===== src/hdl/fwta_pkg.sv =====
package fwta_pkg;

  localparam int DEPTH_DEFAULT = 16;
  localparam int DATA_W        = 32;

  localparam logic [1:0] KIND_TICK   = 2'd0;
  localparam logic [1:0] KIND_INSERT = 2'd1;
  localparam logic [1:0] KIND_REMOVE = 2'd2;

  localparam logic [2:0] ST_INSERTED = 3'd0;
  localparam logic [2:0] ST_REMOVED  = 3'd1;
  localparam logic [2:0] ST_EMPTY    = 3'd2;
  localparam logic [2:0] ST_FULL     = 3'd3;
  localparam logic [2:0] ST_TICK     = 3'd4;

  typedef struct packed {
    logic accept;
    logic load_div;
    logic div_step;
    logic emit;
  } fwta_cmd_t;

  typedef struct packed {
    logic remove_hit;
    logic div_last;
    logic out_free;
  } fwta_sts_t;

endpackage


===== src/hdl/fwta_ram.sv =====
module fwta_ram #(
  parameter int WIDTH = 64,
  parameter int DEPTH = 16
) (
  input  logic                     clk,
  input  logic                     we,
  input  logic [$clog2(DEPTH)-1:0] waddr,
  input  logic [WIDTH-1:0]         wdata,
  input  logic                     re,
  input  logic [$clog2(DEPTH)-1:0] raddr,
  output logic [WIDTH-1:0]         rdata_r
);

  logic [WIDTH-1:0] mem [DEPTH];

  always_ff @(posedge clk) begin
    if (we) begin
      mem[waddr] <= wdata;
    end
    if (re) begin
      rdata_r <= mem[raddr];
    end
  end

endmodule


===== src/hdl/fwta_ctrl.sv =====
module fwta_ctrl (
  input  logic               clk,
  input  logic               rst_n,
  input  logic               in_valid,
  output logic               in_ready,
  input  fwta_pkg::fwta_sts_t sts,
  output fwta_pkg::fwta_cmd_t cmd
);

  typedef enum logic [3:0] {
    S_IDLE = 4'b0001,
    S_READ = 4'b0010,
    S_DIV  = 4'b0100,
    S_EMIT = 4'b1000
  } state_t;

  state_t state_r, state_nxt;

  assign in_ready     = (state_r == S_IDLE);
  assign cmd.accept   = in_valid && (state_r == S_IDLE);
  assign cmd.load_div = (state_r == S_READ);
  assign cmd.div_step = (state_r == S_DIV);
  assign cmd.emit     = (state_r == S_EMIT) && sts.out_free;

  always_comb begin
    state_nxt = state_r;
    unique case (state_r)
      S_IDLE: begin
        if (in_valid) begin
          state_nxt = sts.remove_hit ? S_READ : S_EMIT;
        end
      end
      S_READ: begin
        state_nxt = S_DIV;
      end
      S_DIV: begin
        if (sts.div_last) begin
          state_nxt = S_EMIT;
        end
      end
      S_EMIT: begin
        if (sts.out_free) begin
          state_nxt = S_IDLE;
        end
      end
      default: begin
        state_nxt = S_IDLE;
      end
    endcase
  end

  always_ff @(posedge clk) begin
    if (!rst_n) begin
      state_r <= S_IDLE;
    end else begin
      state_r <= state_nxt;
    end
  end

endmodule


===== src/hdl/fwta_dp.sv =====
module fwta_dp #(
  parameter int DEPTH = fwta_pkg::DEPTH_DEFAULT
) (
  input  logic                clk,
  input  logic                rst_n,
  input  fwta_pkg::fwta_cmd_t cmd,
  output fwta_pkg::fwta_sts_t sts,
  input  logic [1:0]          in_kind,
  input  logic signed [31:0]  in_code,
  output logic                out_valid,
  input  logic                out_ready,
  output logic [2:0]          out_status,
  output logic signed [31:0]  out_removed_code,
  output logic [31:0]         out_wait_ticks,
  output logic [31:0]         out_average_wait
);

  localparam int PTR_W = $clog2(DEPTH);
  localparam int OCC_W = $clog2(DEPTH + 1);
  localparam int DW    = fwta_pkg::DATA_W;
  localparam int CNT_W = $clog2(DW);

  logic [PTR_W-1:0]    head_r, tail_r, head_nxt, tail_nxt;
  logic [OCC_W-1:0]    occ_r;
  logic [DW-1:0]       tick_r, sum_r, total_r;
  logic [2:0]          res_status_r;
  logic signed [DW-1:0] res_code_r;
  logic [DW-1:0]       res_wait_r;
  logic [DW-1:0]       rem_r, quo_r;
  logic [CNT_W-1:0]    cnt_r;
  logic                out_valid_r;
  logic [2:0]          out_status_r;
  logic signed [DW-1:0] out_code_r;
  logic [DW-1:0]       out_wait_r, out_avg_r;

  logic                full, empty, is_insert, is_remove, ram_we;
  logic [2*DW-1:0]     ram_rdata;
  logic [DW-1:0]       wait_val;
  logic [DW:0]         sum_wide, shifted;
  logic                ge;

  assign full      = (occ_r == OCC_W'(DEPTH));
  assign empty     = (occ_r == '0);
  assign is_insert = (in_kind == fwta_pkg::KIND_INSERT);
  assign is_remove = (in_kind == fwta_pkg::KIND_REMOVE);
  assign ram_we    = cmd.accept && is_insert && !full;
  assign head_nxt  = (head_r == PTR_W'(DEPTH - 1)) ? '0 : head_r + 1'b1;
  assign tail_nxt  = (tail_r == PTR_W'(DEPTH - 1)) ? '0 : tail_r + 1'b1;

  fwta_ram #(
    .WIDTH (2 * DW),
    .DEPTH (DEPTH)
  ) u_ram (
    .clk     (clk),
    .we      (ram_we),
    .waddr   (tail_r),
    .wdata   ({$unsigned(in_code), tick_r}),
    .re      (cmd.accept),
    .raddr   (head_r),
    .rdata_r (ram_rdata)
  );

  assign wait_val = tick_r - ram_rdata[DW-1:0];
  assign sum_wide = {1'b0, sum_r} + {1'b0, wait_val};
  assign shifted  = {rem_r, quo_r[DW-1]};
  assign ge       = (shifted >= {1'b0, total_r});

  assign sts.remove_hit = is_remove && !empty;
  assign sts.div_last   = (cnt_r == CNT_W'(DW - 1));
  assign sts.out_free   = !out_valid_r || out_ready;

  always_ff @(posedge clk) begin
    if (!rst_n) begin
      head_r      <= '0;
      tail_r      <= '0;
      occ_r       <= '0;
      tick_r      <= '0;
      sum_r       <= '0;
      total_r     <= '0;
      out_valid_r <= 1'b0;
    end else begin
      if (cmd.accept) begin
        unique case (in_kind)
          fwta_pkg::KIND_TICK: begin
            tick_r <= tick_r + 1'b1;
          end
          fwta_pkg::KIND_INSERT: begin
            if (!full) begin
              tail_r <= tail_nxt;
              occ_r  <= occ_r + 1'b1;
              if (total_r != '1) begin
                total_r <= total_r + 1'b1;
              end
            end
          end
          fwta_pkg::KIND_REMOVE: begin
            if (!empty) begin
              head_r <= head_nxt;
              occ_r  <= occ_r - 1'b1;
            end
          end
          default: begin
          end
        endcase
      end
      if (cmd.load_div) begin
        sum_r <= sum_wide[DW] ? '1 : sum_wide[DW-1:0];
      end
      if (cmd.emit) begin
        out_valid_r <= 1'b1;
      end else if (out_ready) begin
        out_valid_r <= 1'b0;
      end
    end
  end

  always_ff @(posedge clk) begin
    if (cmd.accept) begin
      res_code_r <= '0;
      res_wait_r <= '0;
      unique case (in_kind)
        fwta_pkg::KIND_INSERT: begin
          res_status_r <= full ? fwta_pkg::ST_FULL : fwta_pkg::ST_INSERTED;
        end
        fwta_pkg::KIND_REMOVE: begin
          res_status_r <= empty ? fwta_pkg::ST_EMPTY : fwta_pkg::ST_REMOVED;
        end
        default: begin
          res_status_r <= fwta_pkg::ST_TICK;
        end
      endcase
    end
    if (cmd.load_div) begin
      res_code_r <= $signed(ram_rdata[2*DW-1:DW]);
      res_wait_r <= wait_val;
      rem_r      <= '0;
      quo_r      <= sum_wide[DW] ? '1 : sum_wide[DW-1:0];
      cnt_r      <= '0;
    end
    if (cmd.div_step) begin
      rem_r <= ge ? DW'(shifted - {1'b0, total_r}) : shifted[DW-1:0];
      quo_r <= {quo_r[DW-2:0], ge};
      cnt_r <= cnt_r + 1'b1;
    end
    if (cmd.emit) begin
      out_status_r <= res_status_r;
      out_code_r   <= res_code_r;
      out_wait_r   <= res_wait_r;
      out_avg_r    <= ((res_status_r == fwta_pkg::ST_REMOVED) && (total_r != '0)) ?
                      quo_r : '0;
    end
  end

  assign out_valid        = out_valid_r;
  assign out_status       = out_status_r;
  assign out_removed_code = out_code_r;
  assign out_wait_ticks   = out_wait_r;
  assign out_average_wait = out_avg_r;

endmodule


===== src/hdl/fifo_with_wait_time_average.sv =====
// A queue of up to DEPTH signed 32-bit codes, each stamped with a tick count that advances on tick
// words. Every input word (tick, insert, remove or unused kind) yields exactly one result word. One
// word is handled at a time: tick, insert and unproductive removes go from acceptance straight to
// the emit state, while a successful remove first passes one RAM read and a 32-step restoring
// divider that forms the average wait. A finished result is held in an output register, so the next
// input word is accepted while it waits to be taken.
module fifo_with_wait_time_average #(
  parameter int DEPTH = fwta_pkg::DEPTH_DEFAULT
) (
  input  logic               clk,
  input  logic               rst_n,
  input  logic               in_valid,
  output logic               in_ready,
  input  logic [1:0]         in_kind,
  input  logic signed [31:0] in_code,
  output logic               out_valid,
  input  logic               out_ready,
  output logic [2:0]         out_status,
  output logic signed [31:0] out_removed_code,
  output logic [31:0]        out_wait_ticks,
  output logic [31:0]        out_average_wait
);

  fwta_pkg::fwta_cmd_t cmd;
  fwta_pkg::fwta_sts_t sts;

  fwta_ctrl u_ctrl (
    .clk      (clk),
    .rst_n    (rst_n),
    .in_valid (in_valid),
    .in_ready (in_ready),
    .sts      (sts),
    .cmd      (cmd)
  );

  fwta_dp #(
    .DEPTH (DEPTH)
  ) u_dp (
    .clk              (clk),
    .rst_n            (rst_n),
    .cmd              (cmd),
    .sts              (sts),
    .in_kind          (in_kind),
    .in_code          (in_code),
    .out_valid        (out_valid),
    .out_ready        (out_ready),
    .out_status       (out_status),
    .out_removed_code (out_removed_code),
    .out_wait_ticks   (out_wait_ticks),
    .out_average_wait (out_average_wait)
  );

endmodule


===== config.mk =====
export PLATFORM = sky130hd
export DESIGN_NAME = fifo_with_wait_time_average
export DESIGN_NICKNAME = d
export VERILOG_FILES = /design/src/hdl/fwta_pkg.sv /design/src/hdl/fwta_ram.sv /design/src/hdl/fwta_ctrl.sv /design/src/hdl/fwta_dp.sv /design/src/hdl/fifo_with_wait_time_average.sv
export SDC_FILE = /design/constraint.sdc
export NUM_CORES = 2
export LEC_CHECK = 0
export BUFFER_PORTS_ARGS = -buffer_cell sky130_fd_sc_hd__buf_2
export CAP_MARGIN = 20
export CORE_MARGIN = 10
export CORE_UTILIZATION = 43
export CTS_BUF_LIST = sky130_fd_sc_hd__clkbuf_16
export DETAILED_ROUTE_END_ITERATION = 7
export MAX_ROUTING_LAYER = met4
export SYNTH_ARGS = -nofsm -noshare
export SYNTH_HDL_FRONTEND = slang
export SYNTH_HIERARCHICAL = 1
export SYNTH_SLANG_ARGS = --single-unit

===== constraint.sdc =====
create_clock -name clk -period 20.1 [get_ports clk]
set_clock_uncertainty 0.05 [all_clocks]
set_input_delay 4.02 -clock clk [delete_from_list [all_inputs] [get_ports clk]]
set_output_delay 4.02 -clock clk [all_outputs]
set_load 0.005 [all_outputs]

Yosys cells after proc, flatten, opt, wreduce, memory -nomap -nowiden
Memories as Yosys holds them, arrays and structs flattened. A register that Yosys moved wholly into a read port is not among the register bits.
Cells that the tools add are included.
{"block": "word_totals", "ff_bits": 349, "ramBits": 1024, "inputBits": 38, "output_inout_bits": 101, "elab_cells": 100, "memories": 1}
{"block": "classes", "add_sub_neg": 10, "n_lt_le_gt_ge": 1, "n_eq_ne": 17, "muxes": 28, "n_bitwise": 2, "reduce_logical": 23}
{"memory": "u_dp.u_ram.mem", "words": 16, "width": 64, "rd": 1, "rd_ports_with_merged_regs": 1, "write_ports": 1, "line_no": "fwta_ram.sv:14", "source": "logic [WIDTH-1:0] mem [DEPTH];"}
{"operator": "2-to-1 mux 32 bit", "n": 9}
{"operator": "adder 32 x 1 -> 32 bit, second input constant", "n": 2}
{"operator": "subtractor 32 bit", "n": 2}
{"operator": "adder 32 x 32 -> 33 bit", "n": 1}
{"operator": ">= comparator 33 x 32 -> 1 bit", "n": 1}
{"operator": "!= test 32 bit, second input constant", "n": 1}
{"operator": "nonzero test 32 bit", "n": 1}
{"operator": "2-to-1 mux 4 bit", "n": 6}
{"operator": "2-to-1 mux 5 bit", "n": 4}
{"operator": "case mux 4 bit (4 select lines)", "n": 1}
{"operator": "equality test 4 bit, second input constant", "n": 3}
{"operator": "adder 5 x 1 -> 5 bit, second input constant", "n": 2}
{"operator": "equality test 5 bit, second input constant", "n": 2}
{"operator": "case mux 5 bit (2 select lines)", "n": 1}
{"operator": "AND reduction 3 bit", "n": 3}
{"operator": "adder 4 x 1 -> 4 bit, second input constant", "n": 2}
{"operator": "AND reduction 4 bit", "n": 2}
{"operator": "nonzero test 2 bit", "n": 4}
{"operator": "logical AND 1 bit", "n": 6}
{"operator": "!= test 2 bit, second input constant", "n": 3}
{"operator": "case mux 3 bit (2 select lines)", "n": 1}
{"operator": "logical NOT 5 bit", "n": 1}
{"operator": "subtractor 5 x 1 -> 5 bit, second input constant", "n": 1}
{"operator": "equality test 4 x 1 -> 1 bit, second input constant", "n": 1}
{"operator": "other kinds (13)", "n": 21}

Logic depth before layout (Yosys ltp)
{"block": "logic_depth", "depth_word": 6, "depth_mapped": 24}

Modules after synthesis
The synthesis kept the hierarchy.
{"mod": "fwta_ram", "n_inst": 1, "cells_per_inst": 1647, "area_per_inst_um2": 40222.3, "seq_area_each_um2": 32671.3}
{"mod": "fwta_dp", "n_inst": 1, "cells_per_inst": 1850, "area_per_inst_um2": 18701.7, "seq_area_each_um2": 9258.9}
{"mod": "fwta_ctrl", "n_inst": 1, "cells_per_inst": 29, "area_per_inst_um2": 276.5, "seq_area_each_um2": 80.1}

Worst setup path before layout
Ideal clock, no wire load.
{"block": "synth_timing", "path_type": "input -> register", "startpoint": "in in_valid", "endpoint": "mem u_dp.u_ram.mem[0][0], enable pin", "setup_ns": 0.565, "t_arrival_ns": 10.150, "required_ns": 19.485, "setup_slack_ns": 9.336, "cell_stages": 5, "n_path_buf": 0, "path_cell_list": "and2_4 -> nand2_1 -> a21oi_1 -> or3b_2 -> nor3_1"}
{"block": "synth_between", "elab_chain_cells": 5}
{"element": "from (decl)", "line_no": "fifo_with_wait_time_average.sv:12", "source": "input logic in_valid,"}
{"element": "logical AND 1 bit", "line_no": "fwta_ctrl.sv:20", "source": "assign cmd.accept = in_valid && (state_r == S_IDLE);"}
{"element": "logical AND 1 bit (2 in series)", "line_no": "fwta_dp.sv:46", "source": "assign ram_we = cmd.accept && is_insert && !full;"}
{"element": "named net u_dp.ram_we", "line_no": "fwta_dp.sv:36", "source": "logic full, empty, is_insert, is_remove, ram_we;"}
{"element": "2-to-1 mux 1 bit", "line_no": "fwta_ram.sv:17", "source": "if (we) begin"}
{"element": "2-to-1 mux 1 bit (implied by the code)", "line_no": "fwta_ram.sv:18", "source": "mem[waddr] <= wdata;"}
{"element": "to (decl)", "line_no": "fwta_ram.sv:14"}
The timed path passes the listed nets, and every way through them passes these cells.

Worst setup path in the final report
{"block": "layout_timing", "startpoint": "in in_kind[1]", "endpoint": "mem u_dp.u_ram.mem[9][9], enable pin"}
{"block": "layout_between", "elab_chain_cells": 5}
{"element": "from (decl)", "line_no": "fifo_with_wait_time_average.sv:14", "source": "input logic [1:0] in_kind,"}
{"element": "equality test 2 x 1 -> 1 bit", "line_no": "fwta_dp.sv:44", "source": "assign is_insert = (in_kind == fwta_pkg::KIND_INSERT);"}
{"element": "logical AND 1 bit (2 in series)", "line_no": "fwta_dp.sv:46"}
{"element": "named net u_dp.ram_we", "line_no": "fwta_dp.sv:36"}
{"element": "2-to-1 mux 1 bit", "line_no": "fwta_ram.sv:17"}
{"element": "2-to-1 mux 1 bit (implied by the code)", "line_no": "fwta_ram.sv:18"}
The timed path passes the listed nets, and every way through them passes these cells.

==> results_dict.tcl <==
set metrics [dict create \
    crit_fanout 46 \
    syn_inst 3526 \
    vdd_ir_drop_max_mv 0.0862 \
    drc 0 \
    portBuffers 138 \
    r2r_slack_ns 13.87 \
    synth_area_um2 59200 \
    fin_cells 5629 \
    ios 139 \
    hold_viol 0 \
    clock.fmax_mhz 156 \
    worst_slew_pin_slew_ns 1.06 \
    grt_pass1_wl_um 206000 \
    r2r-start "u_dp/tick_r[0]" \
    synth_cell_type_count 90 \
    dp.cells 5354 \
    grt_pass1_vias 32059 \
    holdBufCountCts 0 \
    ant_nets 0 \
    final-setup-viol-count 0 \
    fin_setup_tns_ns 0 \
    overflow 0 \
    viasPerCell 5.62 \
    dieHeight_um 391 \
    r2r_end "u_dp/quo_r[28]" \
    hold-worst-slack_ns 0.363 \
    drv_cap 0 \
    place_congestion 0.845 \
    critPathRequiredTime_ns 20.43 \
    multiInputGateArea_um2 16200 \
    layout_common_cells "edfxtp_1, mux4_2, nor2_1" \
    die_x_um 391 \
    layout_commonest_cell "edfxtp_1" \
    synth_enable_flop_cells 1323 \
    totalWireLength_um 136000 \
    dr.first_iter.drc_count 2683 \
    clk_latency_ns 0.78 \
    first_pass_iters 8 \
    grt_use_total_pct 18.3 \
    cts_buffer_depth 3 \
    cts_tree "done" \
    ys_ff_latch 1437 \
    nFillCells 11435 \
    post-route-period-util_pct 31.8 \
    crit_path_end "u_dp/u_ram/mem[9][9]" \
    synth_top_cell_area_share_pct 67.1 \
    cts_resized 0 \
    path_class "in -> reg" \
    hold_path.class "reg -> reg" \
    status "complete, no violations" \
    cts-root-buf "clkbuf_16" \
    ctsHtreeMaxLevel 4 \
    postCtsSetupBuffers 0 \
    maxSlewViolCount 0 \
    synth_area_per_cell_um2 16.8 \
    seq_area_um2 42000 \
    crit_path_start "in_kind[1]" \
    cts.sinks 1437 \
    fin_ws_ns 13.70 \
    dp_worst_setup_slack_ns 12.93 \
    antenna_found_initial 5 \
    synth-main-ff-cell "edfxtp_1" \
    seq_area_frac_synth_pct 71.0 \
    post-route-min-period_ns 6.40 \
    area_growth_pct 12.9 \
    reg2reg_depth 21 \
    final_layout_size_suffix_gt1_share_pct 18.5 \
    cts_made_buffers 151 \
    clk_pin_slew_ns 0.06 \
    top_register "u_dp/u_ram/mem" \
    leakagePower_nw 22.3 \
    cp.arrival_ns 6.73 \
    die_area_um2 153000 \
    yosys_warnings 6 \
    largest_reg_flops 1024 \
    yosys.area.top_type "edfxtp_1" \
    nets 3865 \
    reg_top3 "u_dp/u_ram/mem x1024, u_dp/u_ram/rdata_r x64" \
    powerDensity_nw_per_um2 92.9 \
    dp_hpwl_um 81400 \
    wl_per_cell_um 24.2 \
    critPathLaunchType "input pin" \
    yosys-top-cells-area "edfxtp_1, mux4_2, dfxtp_1" \
    end_kind "flip-flop" \
    async_reset_ff_share_pct 0 \
    relSlewSlack_pct 29.4 \
    fp-row-count 136 \
    vias 31635 \
    synth_nets 3677 \
    grt_max_degree 121 \
    core-area_um2 137000 \
    rsz0062_at_grt "no" \
    start_util_pct 43.2 \
]
## cell type report
class / count / share of cell area (%)
tap: 1794 / 3.36
antenna: 3 / 0.0112
multi-input combinational: 1823 / 24.2
clock inverter: 120 / 1.63
sequential: 1437 / 62.8
timing repair buffer: 189 / 1.67
inverter: 112 / 0.629
clock buffer: 151 / 5.65
## cells in the mapped netlist (all sizes together), types with 20 or more instances
master,count
clkbuf,90
ha,109
nor2,220
dfxtp,114
edfxtp,1323
a21o,59
a31oi,25
and3,21
nand2,167
buf,64
nor4,20
o21ai,88
nor3,41
xnor2,94
inv,111
nand3,56
mux4,256
mux2i,30
nand4,27
a21oi,152
and2,105
a22oi,129
xor2,52
## kinds of logic (layout without fill, tap and decap cells)
group / after synthesis / count (layout) / share of synthesized area [%]
AOI/OAI and AO/OA: 549 / 549 / 6.07
xor gates and xnor gates: 146 / 146 / 2.16
adders and majority gates: 113 / 113 / 2.44
buffers and inverters: 266 / 572 / 1.99
DFF: 1437 / 1437 / 71.0
muxes: 286 / 286 / 10.2
other: 0 / 3 / 0
and+or+nand+nor: 729 / 729 / 6.13
## where the power goes
part,total [W],switching (W),internal [W]
Sequential,0.00330,0.0000155,0.00329
Combinational,0.000204,0.000134,0.0000704
Clock,0.00270,0.00117,0.00153
## layer usage
metal | wire, µm | up-vias | track usage, %
met3 | 7430 | 203 | 3.12
met2 | 62700 | 872 | 27.7
li1 | - | 14244 | -
met4 | 2730 | 0 | 4.39
met5 | 0 | - | -
met1 | 63100 | 16316 | 25.7
## worst max-delay path: stages
cell      delay, ns
buf_2          0.13
inv_1          0.08
ha_1           0.19
nand2_1        0.06
a21oi_1        0.12
buf_4          0.24
nand3b_1       0.31
nor2_4         0.67
buf_4          0.81
## worst min-delay path by stage
| stage | startpoint | to | slack [ns] | cells after the start |
|---|---|---|---|---|
| floorplan | u_dp/res_code_r[0] | u_dp/out_removed_code[0] | 0.35 | 0 |
| global placement | u_dp/res_code_r[9] | u_dp/out_removed_code[9] | 0.35 | 0 |
| detailed placement | u_dp/res_code_r[27] | u_dp/out_removed_code[27] | 0.36 | 0 |
| CTS | u_dp/res_code_r[9] | u_dp/out_removed_code[9] | 0.37 | 0 |
| global route | u_dp/res_code_r[9] | u_dp/out_removed_code[9] | 0.36 | 0 |
| finish | u_dp/res_code_r[9] | u_dp/out_removed_code[9] | 0.36 | 0 |
## stage by stage
stage                     utilization (%)  instance area, µm²  power [W]
final                                48.7               66900    0.00621
after global routing                 48.7               66800    0.00642
after CTS                            48.7               66800    0.00628
after detailed placement             45.2               62000    0.00357
after global placement               45.2               61900    0.00357
after floorplan                         -               59200    0.00349
Note: power is estimated with default switching activity, not from simulation.
